$ cat config.mk
export PLATFORM = sky130hd
export DESIGN_NAME = servo_command_packet_framer
export DESIGN_NICKNAME = d
export VERILOG_FILES = /design/src/rtl/svpf_pkg.sv /design/src/rtl/svpf_frame_build.sv /design/src/rtl/servo_command_packet_framer.sv
export SDC_FILE = /design/constraint.sdc
export NUM_CORES = 1
export LEC_CHECK = 0
export ABC_AREA = 1
export BUFFER_PORTS_ARGS = -buffer_cell sky130_fd_sc_hd__buf_2
export CAP_MARGIN = 20
export CORE_MARGIN = 2
export CORE_UTILIZATION = 60
export CTS_CLUSTER_SIZE = 25
export DETAILED_ROUTE_END_ITERATION = 16
export PLACE_DENSITY = 0.91
export RECOVER_POWER = 25
export SLEW_MARGIN = 20
export SYNTH_ARGS = -nofsm -noshare
export SYNTH_HDL_FRONTEND = slang
export SYNTH_SLANG_ARGS = --single-unit
$ cat constraint.sdc
create_clock -name clk -period 6 [get_ports clk]
set_clock_uncertainty 0.05 [all_clocks]
set_input_delay 0.3 -clock clk [delete_from_list [all_inputs] [get_ports clk]]
set_output_delay 0.3 -clock clk [all_outputs]
set_load 0.005 [all_outputs]
$ cat src/rtl/svpf_pkg.sv
// Package for the servo command packet framer.
// Holds packet constants and the frame type shared by the frame builder and the top level.
// Depends on nothing.
package svpf_pkg;

  localparam int unsigned FrameBytes = 10;
  localparam int unsigned CountW     = $clog2(FrameBytes + 1);

  localparam logic [7:0] HdrByte  = 8'h55;
  localparam logic [7:0] MoveLen  = 8'd7;
  localparam logic [7:0] MoveCode = 8'd1;
  localparam logic [7:0] ReadLen  = 8'd3;
  localparam logic [7:0] ReadCode = 8'h1C;
  localparam logic [7:0] ByteMask = 8'hFF;

  localparam logic [CountW-1:0] MoveBytes = CountW'(10);
  localparam logic [CountW-1:0] ReadBytes = CountW'(6);

  localparam logic CmdMove = 1'b0;
  localparam logic CmdRead = 1'b1;

  typedef struct packed {
    logic [FrameBytes-1:0][7:0] data;
    logic [CountW-1:0]          count;
  } frame_t;

endpackage

$ cat src/rtl/svpf_frame_build.sv
// Frame builder for the servo command packet framer.
// Lays out the header, body and inverted-sum checksum of one command as a byte frame.
// Depends on svpf_pkg.
module svpf_frame_build (
  input  logic            cmd,
  input  logic [7:0]      servo_id,
  input  logic [15:0]     target_angle,
  input  logic [15:0]     move_time,
  output svpf_pkg::frame_t frame
);
  import svpf_pkg::*;

  logic [7:0] len_byte;
  logic [7:0] code_byte;
  logic [7:0] angle_lo;
  logic [7:0] angle_hi;
  logic [7:0] time_lo;
  logic [7:0] time_hi;
  logic [7:0] sum;
  logic [7:0] chk;

  always_comb begin
    if (cmd == CmdMove) begin
      len_byte  = MoveLen;
      code_byte = MoveCode;
      angle_lo  = target_angle[7:0];
      angle_hi  = target_angle[15:8];
      time_lo   = move_time[7:0];
      time_hi   = move_time[15:8];
    end else begin
      len_byte  = ReadLen;
      code_byte = ReadCode;
      angle_lo  = 8'd0;
      angle_hi  = 8'd0;
      time_lo   = 8'd0;
      time_hi   = 8'd0;
    end
    sum = 8'(servo_id + len_byte + code_byte + angle_lo + angle_hi + time_lo + time_hi);
    chk = sum ^ ByteMask;
  end

  always_comb begin
    frame.data    = '0;
    frame.data[0] = HdrByte;
    frame.data[1] = HdrByte;
    frame.data[2] = servo_id;
    frame.data[3] = len_byte;
    frame.data[4] = code_byte;
    if (cmd == CmdMove) begin
      frame.data[5] = angle_lo;
      frame.data[6] = angle_hi;
      frame.data[7] = time_lo;
      frame.data[8] = time_hi;
      frame.data[9] = chk;
      frame.count   = MoveBytes;
    end else begin
      frame.data[5] = chk;
      frame.count   = ReadBytes;
    end
  end

endmodule

$ cat src/rtl/servo_command_packet_framer.sv
// Top level of the servo command packet framer.
// Registers built frames, then shifts them out one byte per transaction; uses svpf_frame_build.
// Depends on svpf_pkg.
//
//   channel | direction | handshake           | payload
//   --------+-----------+---------------------+-----------------------------------------------
//   in      | input     | in_valid, in_stall  | cmd, servo_id, target_angle, move_time, link_up
//   out     | output    | out_valid, out_stall| out_byte, last
//
// A command is framed in the cycle it is accepted and held in a pending frame register.
// The active frame register emits one byte per cycle into the output register while the output
// is not stalled; a move frame has 10 bytes and a position read 6, and the byte shifter sets the rate.
// A command with link_up low is accepted and produces no transaction.
// Reset (rst, synchronous) empties the pending, active and output registers.
// A stalled output holds its byte; input stalls while the pending frame is occupied.
module servo_command_packet_framer (
  input  logic        clk,
  input  logic        rst,
  input  logic        in_valid,
  output logic        in_stall,
  input  logic        cmd,
  input  logic [7:0]  servo_id,
  input  logic [15:0] target_angle,
  input  logic [15:0] move_time,
  input  logic        link_up,
  output logic        out_valid,
  input  logic        out_stall,
  output logic [7:0]  out_byte,
  output logic        last
);
  import svpf_pkg::*;

  frame_t            built;
  frame_t            pend;
  logic              pend_valid;
  logic [FrameBytes-1:0][7:0] act_data;
  logic [CountW-1:0] rem;
  logic              act_valid;

  logic in_acc;
  logic out_load;
  logic emit;
  logic act_done;
  logic act_free;
  logic pend_to_act;

  svpf_frame_build u_build (
    .cmd          (cmd),
    .servo_id     (servo_id),
    .target_angle (target_angle),
    .move_time    (move_time),
    .frame        (built)
  );

  assign in_stall    = pend_valid;
  assign in_acc      = in_valid && !in_stall;
  assign out_load    = !out_valid || !out_stall;
  assign emit        = act_valid && out_load;
  assign act_done    = emit && (rem == CountW'(1));
  assign act_free    = !act_valid || act_done;
  assign pend_to_act = pend_valid && act_free;

  always_ff @(posedge clk) begin
    if (rst) begin
      pend_valid <= 1'b0;
      act_valid  <= 1'b0;
      out_valid  <= 1'b0;
    end else begin
      if (in_acc && link_up) begin
        pend_valid <= 1'b1;
      end else if (pend_to_act) begin
        pend_valid <= 1'b0;
      end
      if (pend_to_act) begin
        act_valid <= 1'b1;
      end else if (act_done) begin
        act_valid <= 1'b0;
      end
      if (out_load) begin
        out_valid <= emit;
      end
    end
  end

  always_ff @(posedge clk) begin
    if (in_acc && link_up) begin
      pend <= built;
    end
    if (pend_to_act) begin
      act_data <= pend.data;
      rem      <= pend.count;
    end else if (emit) begin
      act_data <= {8'd0, act_data[FrameBytes-1:1]};
      rem      <= rem - CountW'(1);
    end
    if (emit) begin
      out_byte <= act_data[0];
      last     <= (rem == CountW'(1));
    end
  end

  a_rem_range: assert property (@(posedge clk) disable iff (rst)
    act_valid |-> (rem != '0) && (rem <= MoveBytes))
    else $error("active frame has no bytes left or too many");

  a_pend_load: assert property (@(posedge clk) disable iff (rst)
    in_acc && link_up |=> pend_valid && ((pend.count == MoveBytes) || (pend.count == ReadBytes)))
    else $error("pending frame not loaded with a valid length");

  a_link_down: assert property (@(posedge clk) disable iff (rst)
    in_acc && !link_up |=> !pend_valid)
    else $error("command with link down produced a frame");

  a_act_source: assert property (@(posedge clk) disable iff (rst)
    $rose(act_valid) |-> $past(pend_valid))
    else $error("active frame started without a pending frame");

  a_last_done: assert property (@(posedge clk) disable iff (rst)
    act_done |=> out_valid && last)
    else $error("final byte of a frame not marked last");

endmodule

[Word-level counts from Yosys, hierarchy flattened]
Cells that the tools add are included.
Word-level totals
  bits in registers: 164
  bits of input ports: 46
  word-level logic and storage cells: 64
Cells by class
  add/subtract/negate cells: 7
  equal/unequal tests: 1
  multiplexer cells: 16
  bitwise gates (word level): 1
  reduce and logical (&&, ||, !) cells: 14
Operator list (number)
  $mux 80: 2
  $mux 8: 5
  $add 8x8->8: 4
  $mux 4: 3
  $add 8x3->8: 1
  $add 8x5->8: 1
  $not 8->8: 1
  $reduce_bool 2->1: 3
  $logic_and 1x1->1: 5
  $mux 5: 1
  $eq 4x1->1 const B: 1
  $logic_not 1->1: 4
  $mux 1: 4
  $sub 4x1->4 const B: 1
  $mux 3: 1
  $logic_or 1x1->1: 2

[Logic depth before layout (Yosys ltp)]
Gate-level depths: netlist of the first run.
  word-level depth: 9
  depth in mapped cells: 22
  gate-level depth less buffers: 20

[Cells and area by module]
A second synthesis of the first run with hierarchy kept.
Second synthesis, totals
  cells, all modules: 772
  area, all modules: 8584.5 um2
Modules (own cells, without submodules)
  servo_command_packet_framer: instances 1, cells each 479, area each 6702.7 um2, seq. area each 5375.2 um2
  svpf_frame_build: instances 1, cells each 293, area each 1881.8 um2, seq. area each 0.0 um2

[Worst setup path after synthesis of the first run]
No wires, ideal clock.
  path type: register -> register
  start point: register pend_valid, in the netlist in_stall
  end point: register act_data[0] (netlist bit) (enable)
  library setup time: 0.544 ns
  arrival time: 4.393 ns
  path slack: 1.014 ns
  stages on the path, launching flop included: 3
  path buffers: 0
  clock period less this slack: 4.986 ns
  cells stage by stage: dfxtp_1 > inv_1 > o21bai_1
Between the ends
  word-level cells in the longest chain between the ends: 2
RTL lines
  start: declaration: line servo_command_packet_framer.sv:35  | logic pend_valid;
  start signal: assignment: line servo_command_packet_framer.sv:65  | pend_valid <= 1'b0;
  start signal: assignment: line servo_command_packet_framer.sv:70  | pend_valid <= 1'b1;
  start signal: assignment: line servo_command_packet_framer.sv:72  | pend_valid <= 1'b0;
  $logic_and 1x1->1: line servo_command_packet_framer.sv:61  | assign pend_to_act = pend_valid && act_free;
  $reduce_bool 2->1 (no source line)
  end signal: assignment: line servo_command_packet_framer.sv:90  | act_data <= pend.data;
  end signal: assignment: line servo_command_packet_framer.sv:93  | act_data <= {8'd0, act_data[FrameBytes-1:1]};
  end: declaration: line servo_command_packet_framer.sv:36  | logic [FrameBytes-1:0][7:0] act_data;
No other way between the ends.
A chain may end at the register's enable or synchronous reset.

[Worst setup path in the final report of the first run]
  start point: input cmd
  end point: register pend[83] (netlist bit), data pin
Between the ends
  word-level cells in the longest chain between the ends: 8
RTL lines
  start: declaration: line servo_command_packet_framer.sv:21  | input logic cmd,
  $mux 3: line svpf_frame_build.sv:23  | if (cmd == CmdMove) begin
  $add 8x3->8: line svpf_frame_build.sv:38  | sum = 8'(servo_id + len_byte + code_byte + angle_lo + angle_hi + time_lo + time_hi);
  $add 8x5->8: line svpf_frame_build.sv:38
  $add 8x8->8 (4 in a row): line svpf_frame_build.sv:38
  $not 8->8 (no source line)
  end signal: assignment: line servo_command_packet_framer.sv:87  | pend <= built;
  end: declaration: line servo_command_packet_framer.sv:34  | frame_t pend;
Several ways; a longest one is shown, not always the timed one.

==> Implementation_results.wiki, run 1 <==
{| class="wikitable"
! Metric !! Value
|-
| Maximum VDD drop || 0.240 mV
|-
| Number of failing hold endpoints at the final stage || 0
|-
| Setup crit end || pend[83]
|-
| Remaining antenna violation count after routing || 0
|-
| Top delay family on crit path || adder cells
|-
| Buffer levels on the longest clock path || 2
|-
| Total Power Consumption || 2960 uW
|-
| Hold WC Path Type || input port to flop
|-
| Master of the slowest instance on the critical path || sky130_fd_sc_hd__clkbuf_1
|-
| Number of hold buffers added after cts || 0
|-
| Net count, final || 770
|-
| H-tree depth || 4
|-
| # DRC || 0
|-
| Areal power density over the cells || 379 nW/um^2
|-
| Result of the run || complete, but fails checks
|-
| Drt wl/cell || 15.2 um
|-
| Fraction of final layout cells with drive strength greater than 1 || 12.6%
|-
| Core area || 11,300 um^2
|-
| Worst R2R End || pend[58]
|-
| Reg2reg start || in_stall
|-
| Source of the critical timing path || cmd
|-
| Crit path buf inv count || 4
|-
| Startpoint types || input port
|-
| Ports || 57
|-
| Routed via count || 4,398
|-
| Number of buffers inserted by port buffering || 56
|-
| Post-synthesis area per instance || 11.0 um^2
|-
| Clock net sink count || 146
|-
| Die extent in x || 111 um
|-
| Number of cells on the worst reg-to-reg path || 2
|-
| Async set-or-reset flop fraction in the synthesized netlist || 0%
|-
| Data required time of the worst path || 6.07 ns
|-
| Total of cells resized after clock tree synthesis || 0
|-
| Number of CTS-inserted buffers || 17
|-
| Netlist area before placement || 6880 um^2
|-
| CTS tree || yes
|-
| Unique cell type count in the Yosys netlist || 31
|-
| Clock Tree Root || sky130_fd_sc_hd__clkbuf_16
|-
| Worst path depth || 15
|-
| Cells after Synth || 627
|-
| Antenna violations before repair || 0
|-
| Number of synthesized register bits || 146
|-
| CP Capture Type || flop
|-
| Count of TritonRoute iterations in the first routing pass || 5
|-
| Worst slew margin relative to its limit || -80.0%
|-
| Via count of the first global-routing pass || 4,455
|-
| R2r setup slk || 3.01 ns
|-
| Unrepaired setup endpoints after global routing || no
|-
| Final-layout setup total negative slack || 0 ns
|-
| Detailed placement HPWL || 8600 um
|-
| Final estimated routing congestion in global placement || 0.991
|-
| Most used flip-flop cell after synthesis || sky130_fd_sc_hd__edfxtp_1
|-
| Total of max-cap violations || 1
|-
| Area Growth Syn to Fin || 13.3%
|-
| Routed vias/inst || 5.22
|-
| Initial drt markers || 398
|-
| Highest fanout seen on the critical path || 43
|-
| Congestion Overflow GR || 0
|-
| Wire length of the first global-routing pass || 20,800 um
|-
| Clock-pin slew on the worst setup and hold paths || 0.06 ns
|-
| Die footprint || 12,300 um^2
|-
| # fillers || 780
|-
| Site Rows || 39
|-
| Classification of the worst setup path || input port to flop
|-
| Crit path largest cell delay || 0.81 ns
|-
| Count of placed standard cells in the final layout, fillers left out || 842
|-
| Min Tclk post-route || 4.53 ns
|-
| GRT Util Overall || 22.0%
|-
| Critical path data arrival time || 4.59 ns
|-
| Final cycle utilization of the critical path || 75.4%
|-
| Failing checks || max-capacitance violations, max-slew violations
|-
| Count of final setup violators || 0
|-
| Highest clock rate || 221 MHz
|-
| Source-to-sink clock delay at the later pin of the worst-skew pair || 0.41 ns
|-
| Sequential cell area fraction in the yosys report || 63.3%
|-
| Effective utilization at floorplan || 60.8%
|-
| Total inserted antenna cells || 0
|-
| Nets in the synthesized netlist || 711
|-
| Number of enable flip-flop cells after synthesis || 143
|-
| Post-detailed-routing wire length || 12,800 um
|-
| Die Ht || 111 um
|-
| Number of warnings issued by yosys || 0
|-
| Series of cell instances along the critical path || clkbuf_1 > inv_4 > nand2_1 > fa_1 > inv_1 > fa_1 > fa_1 > ha_1 > a21oi_1 > o21ai_1 > a21o_1 > inv_1 > nand2_1 > nand2_1 > nor2_1
|-
| Number of buffers inserted to repair setup after CTS || 0
|-
| Static power due to leakage || 0.00359 uW
|-
| Actual slew at the worst max-slew pin || 2.70 ns
|-
| Pin count of the biggest net entering global routing || 85
|-
| Final Max Tran Viols || 51
|-
| Cell count after placement || 810
|}
## worst reg2reg max path: cells and delay by family (launching register included)
| family | cells | cell delay, ns |
|---|---|---|
| buffers and inverters | 1 | 1.94 |
| DFF | 1 | 0.36 |
| and+or+nand+nor | 1 | 0.18 |
## routing by layer
layer | track usage [%] | part of all wire (%) | wire [um]
met3 | 5.58 | 5.8 | 742
met1 | 26.1 | 38 | 4910
met4 | 9.47 | 2.6 | 328
met2 | 38.2 | 53 | 6800
met5 | 0 | 0 | 0
## cells by family (layout without fill, tap and decap cells)
group | after synthesis | count (layout) | share of synthesized area (%)
simple gates | 274 | 274 | 15.9
flops | 146 | 146 | 63.3
xor+xnor | 5 | 5 | 0.636
buf+inv | 139 | 211 | 8.62
compound gates | 25 | 25 | 2.15
fa+ha+maj | 38 | 38 | 9.42
## state kept, by name, indices dropped and copies added, names as in the netlist
register,count
rem,4
out_byte,8
pend,50
last,1
act_data,80
out_valid,1
act_valid,1
in_stall,1
## report_power, final
part	internal (uW)	switching [uW]
Clock	649	390
Sequential	1270	28.6
Combinational	215	402
Total	2140	821
## cells in the mapped netlist, types with 2 or more instances
| library cell | instances | area [um^2] |
|---|---|---|
| sky130_fd_sc_hd__nand2_1 | 193 | 724 |
| sky130_fd_sc_hd__edfxtp_1 | 143 | 4290 |
| sky130_fd_sc_hd__inv_1 | 118 | 443 |
| sky130_fd_sc_hd__nor2_1 | 54 | 203 |
| sky130_fd_sc_hd__fa_1 | 23 | 460 |
| sky130_fd_sc_hd__ha_1 | 15 | 188 |
| sky130_fd_sc_hd__nand3_1 | 9 | 45.0 |
| sky130_fd_sc_hd__a21oi_1 | 8 | 40.0 |
| sky130_fd_sc_hd__buf_6 | 7 | 78.8 |
| sky130_fd_sc_hd__or2_1 | 7 | 43.8 |
| sky130_fd_sc_hd__buf_2 | 6 | 30.0 |
| sky130_fd_sc_hd__o21ai_0 | 5 | 25.0 |
| sky130_fd_sc_hd__or2_2 | 5 | 31.3 |
| sky130_fd_sc_hd__clkbuf_1 | 4 | 15.0 |
| sky130_fd_sc_hd__o21ai_1 | 4 | 20.0 |
| sky130_fd_sc_hd__dfxtp_1 | 3 | 60.1 |
| sky130_fd_sc_hd__nand2_2 | 3 | 18.8 |
| sky130_fd_sc_hd__o21bai_1 | 3 | 22.5 |
| sky130_fd_sc_hd__xnor2_1 | 3 | 26.3 |
| sky130_fd_sc_hd__o21ai_2 | 2 | 17.5 |
| sky130_fd_sc_hd__xor2_1 | 2 | 17.5 |
## final cells by class
class                   count  area (um^2)  share of cell area, %
repair buffers             58          277                   3.55
inverters                 121          462                   5.92
clock buffers              17          425                   5.46
well taps                 143          179                   2.29
multi-input cells         342         1930                   24.8
clock inverters            15          166                   2.13
flip-flops and latches    146         4350                   55.8
## worst min-delay path by stage
| stage | start | endpoint | slack (ns) | depth (start not counted) |
|---|---|---|---|---|
| after CTS | servo_id[5] | pend[25] | 0.02 | 1 |
| final | servo_id[2] | pend[22] | 0.04 | 1 |
| after detailed placement | act_data[5] | out_byte[5] | 0.36 | 0 |
| after global placement | act_data[3] | out_byte[3] | 0.35 | 0 |
| after global routing | servo_id[2] | pend[22] | 0.02 | 1 |
| after floorplan | rst | act_valid | 0.32 | 1 |
## metrics by stage
step,hold slack (ns),area (um^2),worst slack [ns],utilization [%]
floorplan,0.319,6880,1.01,-
global placement,0.352,7240,1.90,64.0
detailed placement,0.357,7240,1.64,64.0
CTS,0.0221,7840,2.07,69.2
global route,0.0246,7800,1.23,68.9
finish,0.0381,7800,1.47,68.9
## cells in the final DEF (no fill, tap or decap), types with 4 or more instances in the layout
master / synthesis / routed
sky130_fd_sc_hd__clkinv_2: 0 / 4
sky130_fd_sc_hd__ha_1: 15 / 15
sky130_fd_sc_hd__buf_2: 6 / 44
sky130_fd_sc_hd__o21ai_0: 5 / 6
sky130_fd_sc_hd__fa_1: 23 / 23
sky130_fd_sc_hd__or2_2: 5 / 5
sky130_fd_sc_hd__a21oi_1: 8 / 8
sky130_fd_sc_hd__clkbuf_16: 0 / 17
sky130_fd_sc_hd__edfxtp_1: 143 / 143
sky130_fd_sc_hd__nand2_1: 193 / 194
sky130_fd_sc_hd__o21ai_1: 4 / 4
sky130_fd_sc_hd__nand3_1: 9 / 10
sky130_fd_sc_hd__clkbuf_1: 4 / 13
sky130_fd_sc_hd__or2_1: 7 / 7
sky130_fd_sc_hd__inv_1: 118 / 118
sky130_fd_sc_hd__nor2_1: 54 / 54
No activity file was read; power rests on OpenSTA's default activity.
==> run 2: changes to the inputs <==
--- a/config.mk
+++ b/config.mk
@@ -5,7 +5,7 @@
 export SDC_FILE = /design/constraint.sdc
 export NUM_CORES = 1
 export LEC_CHECK = 0
-export ABC_AREA = 1
+export ABC_AREA = 0
 export BUFFER_PORTS_ARGS = -buffer_cell sky130_fd_sc_hd__buf_2
 export CAP_MARGIN = 20
 export CORE_MARGIN = 2
==> constraint.sdc (replaced) <==
create_clock -name clk -period 4.4 [get_ports clk]
set_clock_uncertainty 0.05 [all_clocks]
set_input_delay 0.22 -clock clk [delete_from_list [all_inputs] [get_ports clk]]
set_output_delay 0.22 -clock clk [all_outputs]
set_load 0.005 [all_outputs]
==> run 2 against run 1 <==
The flow still finishes with violations (max-capacitance violations, max-slew violations). Clock power rose by 40%. Register-to-register slack got worse by 1.7 ns. Combinational power rose by 20%. Sequential power rose by 31%. Final area rose by 0.69%. Critical path depth did not move. Critical path type unchanged. Largest cell class unchanged.
==> Implementation_results.wiki, run 2 <==
{| class="wikitable"
! Metric !! Value
|-
| Area Growth Syn to Fin || 15.9%
|-
| Die Ht || 110 um
|-
| Largest reg by FF count || act_data
|-
| Worst slew margin relative to its limit || -93.9%
|-
| Most used flip-flop cell after synthesis || sky130_fd_sc_hd__edfxtp_1
|-
| Core area || 10,900 um^2
|-
| Buffer levels on the longest clock path || 2
|-
| GRT Util Overall || 22.7%
|-
| Async set-or-reset flop fraction in the synthesized netlist || 0%
|-
| Routed via count || 4,103
|-
| Highest clock rate || 258 MHz
|-
| Wire length of the first global-routing pass || 20,100 um
|-
| Min Tclk post-route || 3.87 ns
|-
| Unrepaired setup endpoints after global routing || no
|-
| Total of max-cap violations || 1
|-
| Ranking of synthesized cells by area || sky130_fd_sc_hd__edfxtp_1 63%, sky130_fd_sc_hd__nand2_1 8.0%, sky130_fd_sc_hd__fa_1 6.8%, sky130_fd_sc_hd__inv_1 3.3%, sky130_fd_sc_hd__nor2b_1 3.1%
|-
| Number of synthesized register bits || 146
|-
| Effective utilization at floorplan || 61.9%
|-
| Number of buffers inserted to repair setup after CTS || 0
|-
| Die footprint || 12,200 um^2
|-
| Cells after Synth || 548
|-
| Highest fanout seen on the critical path || 5
|-
| Final estimated routing congestion in global placement || 0.987
|-
| Multi-input combinational cell area || 2110 um^2
|-
| Number of enable flip-flop cells after synthesis || 143
|-
| Result of the run || complete, but fails checks
|-
| Startpoint types || input port
|-
| Nets in the synthesized netlist || 632
|-
| # fillers || 703
|-
| Critical path data arrival time || 3.98 ns
|-
| Hold WC Path Type || input port to flop
|-
| H-tree depth || 4
|-
| Number of CTS-inserted buffers || 17
|-
| Most common cell after layout, fill and taps aside || sky130_fd_sc_hd__nand2_1
|-
| Portion of synthesized cell area occupied by the leading cell type || 63.4%
|-
| Routed vias/inst || 5.34
|-
| Site Rows || 38
|-
| Total inserted antenna cells || 0
|-
| Congestion Overflow GR || 0
|-
| Clock net sink count || 146
|-
| Final Worst Setup Slack || 0.531 ns
|-
| Post-synthesis area per instance || 12.4 um^2
|-
| Register Area || 4350 um^2
|-
| Final Max Tran Viols || 52
|-
| Top cell type by total area after synthesis || sky130_fd_sc_hd__edfxtp_1
|-
| Net count, final || 700
|-
| Number of failing hold endpoints at the final stage || 0
|-
| # DRC || 0
|-
| Number of buffers inserted by port buffering || 56
|-
| Count of final setup violators || 0
|-
| Number of warnings issued by yosys || 0
|-
| Number of hold buffers added after cts || 6
|-
| Most frequent cells after synthesis || 144 x sky130_fd_sc_hd__nand2_1, 143 x sky130_fd_sc_hd__edfxtp_1, 60 x sky130_fd_sc_hd__inv_1
|-
| Post-detailed-routing wire length || 12,500 um
|-
| CTS tree || yes
|-
| Ports || 57
|-
| Actual slew at the worst max-slew pin || 2.91 ns
|-
| Initial drt markers || 342
|-
| Final cycle utilization of the critical path || 87.9%
|-
| Clock Tree Root || sky130_fd_sc_hd__clkbuf_16
|-
| Maximum VDD drop || 0.322 mV
|-
| Via count of the first global-routing pass || 4,103
|-
| Count of TritonRoute iterations in the first routing pass || 5
|-
| Classification of the worst setup path || input port to flop
|-
| Die extent in x || 110 um
|-
| Netlist area before placement || 6770 um^2
|-
| Detailed placement HPWL || 7710 um
|-
| Setup slack at placement || 0.259 ns
|-
| Antenna violations before repair || 0
|-
| Clock-pin slew on the worst setup and hold paths || 0.06 ns
|-
| Failing checks || max-capacitance violations, max-slew violations
|-
| Final core utilization || 71.8%
|-
| Static power due to leakage || 0.00319 uW
|-
| Commonest cells after routing, fill and taps aside || 144 x sky130_fd_sc_hd__nand2_1, 143 x sky130_fd_sc_hd__edfxtp_1, 60 x sky130_fd_sc_hd__inv_1
|-
| Worst Hold Depth || 2
|-
| Largest register FFs || 80
|-
| Total of cells resized after clock tree synthesis || 0
|-
| Unique cell type count in the Yosys netlist || 36
|-
| Source-to-sink clock delay at the later pin of the worst-skew pair || 0.42 ns
|-
| Remaining antenna violation count after routing || 0
|-
| Final-layout setup total negative slack || 0 ns
|-
| Drt wl/cell || 16.3 um
|-
| CP Capture Type || flop
|-
| Fraction of final layout cells with drive strength greater than 1 || 12.7%
|-
| Most instantiated library cell after synthesis || sky130_fd_sc_hd__nand2_1
|-
| Areal power density over the cells || 498 nW/um^2
|-
| Number of cells on the worst reg-to-reg path || 2
|-
| Data required time of the worst path || 4.52 ns
|-
| Sequential cell area fraction in the yosys report || 64.3%
|-
| Total Power Consumption || 3910 uW
|-
| Pin count of the biggest net entering global routing || 85
|-
| Top Registers || act_data (80), pend (50), out_byte (8)
|}
==> run 2: cell count changes after synthesis, moves of 9 or more <==
cell and change:
sky130_fd_sc_hd__nand3_1 -9, sky130_fd_sc_hd__and2_1 +26, sky130_fd_sc_hd__nor2_1 -38, sky130_fd_sc_hd__nor2b_1 +34, sky130_fd_sc_hd__nand2b_1 +11, sky130_fd_sc_hd__inv_1 -58, sky130_fd_sc_hd__nand2_1 -49
==> run 2: metal layers <==
metal	wire length, um	up-vias	global-route usage, %
li1	-	1926	-
met1	4880	1962	28.9
met2	6460	180	37.6
met3	922	35	5.00
met4	268	0	9.91
met5	0	-	0
==> run 2: area by class of cell <==
class / count / share of cell area (%)
clock inverter: 12 / 2.09
multi-input combinational: 322 / 26.9
inverter: 60 / 2.87
clock buffer: 20 / 5.56
tap: 140 / 2.23
sequential: 146 / 55.5
timing repair buffer: 69 / 4.86
==> run 2: per-stage QoR <==
step                      instance area [um^2]  instances  hold WS [ns]
after global placement                    7200        729         0.351
after CTS                                 7860        767       0.00388
final                                     7850        769        0.0645
after detailed placement                  7200        729         0.355
after floorplan                           6780        548         0.242
after global routing                      7850        769        0.0756
==> run 2: power by group <==
part           switching (uW)  internal, uW
clock network             524           940
logic                     446           296
registers                27.6          1680
==> run 2: kinds of logic after synthesis <==
logic type / share of synthesized area, %
multiplexers: 0.314
XOR/XNOR: 1.42
AO/OA/AOI/OAI: 3.14
flip-flops: 64.3
AND/OR/NAND/NOR: 16.5
adder cells (fa/ha/maj): 9.57
buffers and inverters: 4.79
==> run 2: worst paths after layout <==
kind,to,slack (ns),startpoint
max reg2reg,pend[81],1.29,in_stall
max,pend[51],0.53,servo_id[4]
min reg2reg,out_byte[5],0.37,act_data[5]
min,pend[74],0.06,move_time[14]
==> run 2: critical path, stage by stage <==
cell and delay [ns]:
sky130_fd_sc_hd__dlygate4sd3_1 0.53, sky130_fd_sc_hd__clkbuf_1 0.14, sky130_fd_sc_hd__inv_1 0.10, sky130_fd_sc_hd__fa_1 0.54, sky130_fd_sc_hd__inv_1 0.07, sky130_fd_sc_hd__fa_1 0.54, sky130_fd_sc_hd__inv_1 0.06, sky130_fd_sc_hd__fa_1 0.54
sky130_fd_sc_hd__inv_1 0.05, sky130_fd_sc_hd__ha_1 0.36, sky130_fd_sc_hd__a21oi_1 0.14, sky130_fd_sc_hd__o21ai_0 0.12, sky130_fd_sc_hd__a41oi_2 0.18, sky130_fd_sc_hd__xnor2_1 0.13, sky130_fd_sc_hd__mux2_2 0.28
==> run 3: changes to the inputs <==
--- a/config.mk
+++ b/config.mk
@@ -8,6 +8,7 @@
 export ABC_AREA = 0
 export BUFFER_PORTS_ARGS = -buffer_cell sky130_fd_sc_hd__buf_2
 export CAP_MARGIN = 20
+export CORE_ASPECT_RATIO = 0.9
 export CORE_MARGIN = 2
 export CORE_UTILIZATION = 60
 export CTS_CLUSTER_SIZE = 25
==> run 3 against run 2 <==
The flow still finishes with violations (max-capacitance violations, max-slew violations). Non-clock buffer count is 1 higher. Final cell count up 1.7%. Sequential share of layout area fell by 0.25 points. Fmax fell by 4.0%. Highest routed layer unchanged. Total power decreased by 1.6%. Hold slack better by 0.00070 ns. Clock-buffer cell count decreased by 3. Sequential cell count is the same. Largest cell class unchanged. Setup slack worse by 0.16 ns. Via count fell by 0.54%. Core utilization increased by 0.55 points. First-iteration DRC count fell by 2.9%.
==> Implementation_results.wiki, run 3 (same netlist as run 2, synthesis figures left out) <==
{| class="wikitable"
! Metric !! Value
|-
| Final cycle utilization of the critical path || 91.6%
|-
| Antenna violations before repair || 0
|-
| Drt wl/cell || 15.4 um
|-
| Result of the run || complete, but fails checks
|-
| Die Ht || 105 um
|-
| # fillers || 735
|-
| Most frequent CP cell || sky130_fd_sc_hd__inv_1
|-
| Routed vias/inst || 5.22
|-
| Detailed placement HPWL || 7700 um
|-
| Maximum VDD drop || 0.268 mV
|-
| Pin count of the biggest net entering global routing || 85
|-
| Die extent in x || 116 um
|-
| Actual slew at the worst max-slew pin || 1.58 ns
|-
| Number of buffers inserted by port buffering || 56
|-
| Worst R2R End || pend[82]
|-
| Number of failing hold endpoints at the final stage || 0
|-
| Total of max-cap violations || 1
|-
| Final Max Tran Viols || 15
|-
| Failing checks || max-capacitance violations, max-slew violations
|-
| Source-to-sink clock delay at the later pin of the worst-skew pair || 0.41 ns
|-
| Final estimated routing congestion in global placement || 0.878
|-
| Final design instance area without fill || 7890 um^2
|-
| GRT Util Overall || 21.3%
|-
| Reg2reg start || in_stall
|-
| Fraction of final layout cells with drive strength greater than 1 || 13.8%
|-
| Net count, final || 701
|-
| Initial drt markers || 332
|-
| Areal power density over the cells || 488 nW/um^2
|-
| Site Rows || 36
|-
| Die footprint || 12,200 um^2
|-
| Top Registers || act_data (80), pend (50), out_byte (8)
|-
| Wire length of the first global-routing pass || 19,200 um
|-
| Highest fanout seen on the critical path || 5
|-
| Total Power Consumption || 3850 uW
|-
| Hold path endpoint || pend[74]
|-
| Hold WC Path Type || input port to flop
|-
| Total inserted antenna cells || 0
|-
| Min Tclk post-route || 4.03 ns
|-
| Most common cell after layout, fill and taps aside || sky130_fd_sc_hd__nand2_1
|-
| Largest reg by FF count || act_data
|-
| Dpl cell area || 7220 um^2
|-
| Number of cells on the worst reg-to-reg path || 3
|-
| Ports || 57
|-
| Master of the slowest instance on the critical path || sky130_fd_sc_hd__dlygate4sd3_1
|-
| Count of final setup violators || 0
|-
| Clock-pin slew on the worst setup and hold paths || 0.06 ns
|-
| Congestion Overflow GR || 0
|-
| Startpoint types || input port
|-
| Routed via count || 4,081
|-
| CTS tree || yes
|-
| Commonest cells after routing, fill and taps aside || 144 x sky130_fd_sc_hd__nand2_1, 143 x sky130_fd_sc_hd__edfxtp_1, 60 x sky130_fd_sc_hd__inv_1
|-
| Largest register FFs || 80
|-
| Data required time of the worst path || 4.52 ns
|-
| Number of buffers inserted to repair setup after CTS || 0
|-
| Highest clock rate || 248 MHz
|-
| H-tree depth || 4
|-
| Final core utilization || 72.3%
|-
| Worst slew margin relative to its limit || -5.48%
|-
| Final-layout setup total negative slack || 0 ns
|-
| Classification of the worst setup path || input port to flop
|-
| Count of TritonRoute iterations in the first routing pass || 4
|-
| Remaining antenna violation count after routing || 0
|-
| Effective utilization at floorplan || 62.1%
|-
| Core area || 10,900 um^2
|-
| Critical path data arrival time || 4.15 ns
|-
| Area Growth Syn to Fin || 16.5%
|-
| Via count of the first global-routing pass || 3,986
|-
| Number of CTS-inserted buffers || 17
|-
| Origin of the worst min-delay path || move_time[14]
|-
| Unrepaired setup endpoints after global routing || no
|-
| CP Capture Type || flop
|-
| R2r setup slk || 1.90 ns
|-
| Buffer levels on the longest clock path || 2
|-
| Clock net sink count || 146
|-
| # DRC || 0
|-
| Crit path largest cell delay || 0.54 ns
|-
| Series of cell instances along the critical path || dlygate4sd3_1 > clkbuf_1 > inv_1 > fa_1 > inv_1 > fa_1 > inv_1 > fa_1 > inv_1 > ha_1 > a21oi_1 > o21ai_0 > a41oi_2 > xnor2_1 > mux2_2
|-
| Clock Tree Root || sky130_fd_sc_hd__clkbuf_16
|-
| Worst Hold Depth || 2
|-
| Post-detailed-routing wire length || 12,100 um
|-
| Static power due to leakage || 0.00319 uW
|}
## run 3: repair_timing
item                                   4_1_cts  5_1_grt
endpoints found under the hold margin        9        0
hold buffers                                 7        0
resized for setup                            0        0
## run 3: report_power, final
part / switching [uW] / internal [uW]
registers: 28.7 / 1670
logic: 445 / 298
clock network: 565 / 837
total: 1040 / 2810
## run 3: routing by layer
metal,share of wire (%),track usage (%)
met4,1.4,6.97
met5,0,0
met3,7.2,7.13
met1,42,28.7
met2,49,33.0
## run 3: worst max-delay path by stage
stage,start,to,slack [ns]
global placement,cmd,pend[51],0.47
detailed placement,cmd,pend[51],0.32
finish,servo_id[4],pend[51],0.37
CTS,servo_id[4],pend[51],0.54
floorplan,cmd,pend[51],0.20
global route,servo_id[4],pend[51],0.29
## run 3: per-stage QoR
step,std cells,hold WS [ns],worst slack (ns)
floorplan,548,0.242,0.199
global placement,741,0.352,0.470
detailed placement,741,0.357,0.315
CTS,780,0.00819,0.539
global route,782,0.0542,0.290
finish,782,0.0652,0.369
## run 3: worst max-delay path, delay by kind of cell
kind,cells,cell delay (ns)
adders and majority gates,4,1.98
buffers and inverters,6,0.97
AOI/OAI and AO/OA,3,0.50
muxes,1,0.28
xor gates and xnor gates,1,0.18
## run 3: area by class of cell
type | count | area [um^2] | share of cell area, %
tap | 152 | 190 | 2.41
sequential | 146 | 4350 | 55.2
clock buffer | 17 | 425 | 5.39
clock inverter | 15 | 156 | 1.98
multi-input combinational | 322 | 2110 | 26.8
timing repair buffer | 70 | 424 | 5.38
inverter | 60 | 225 | 2.86
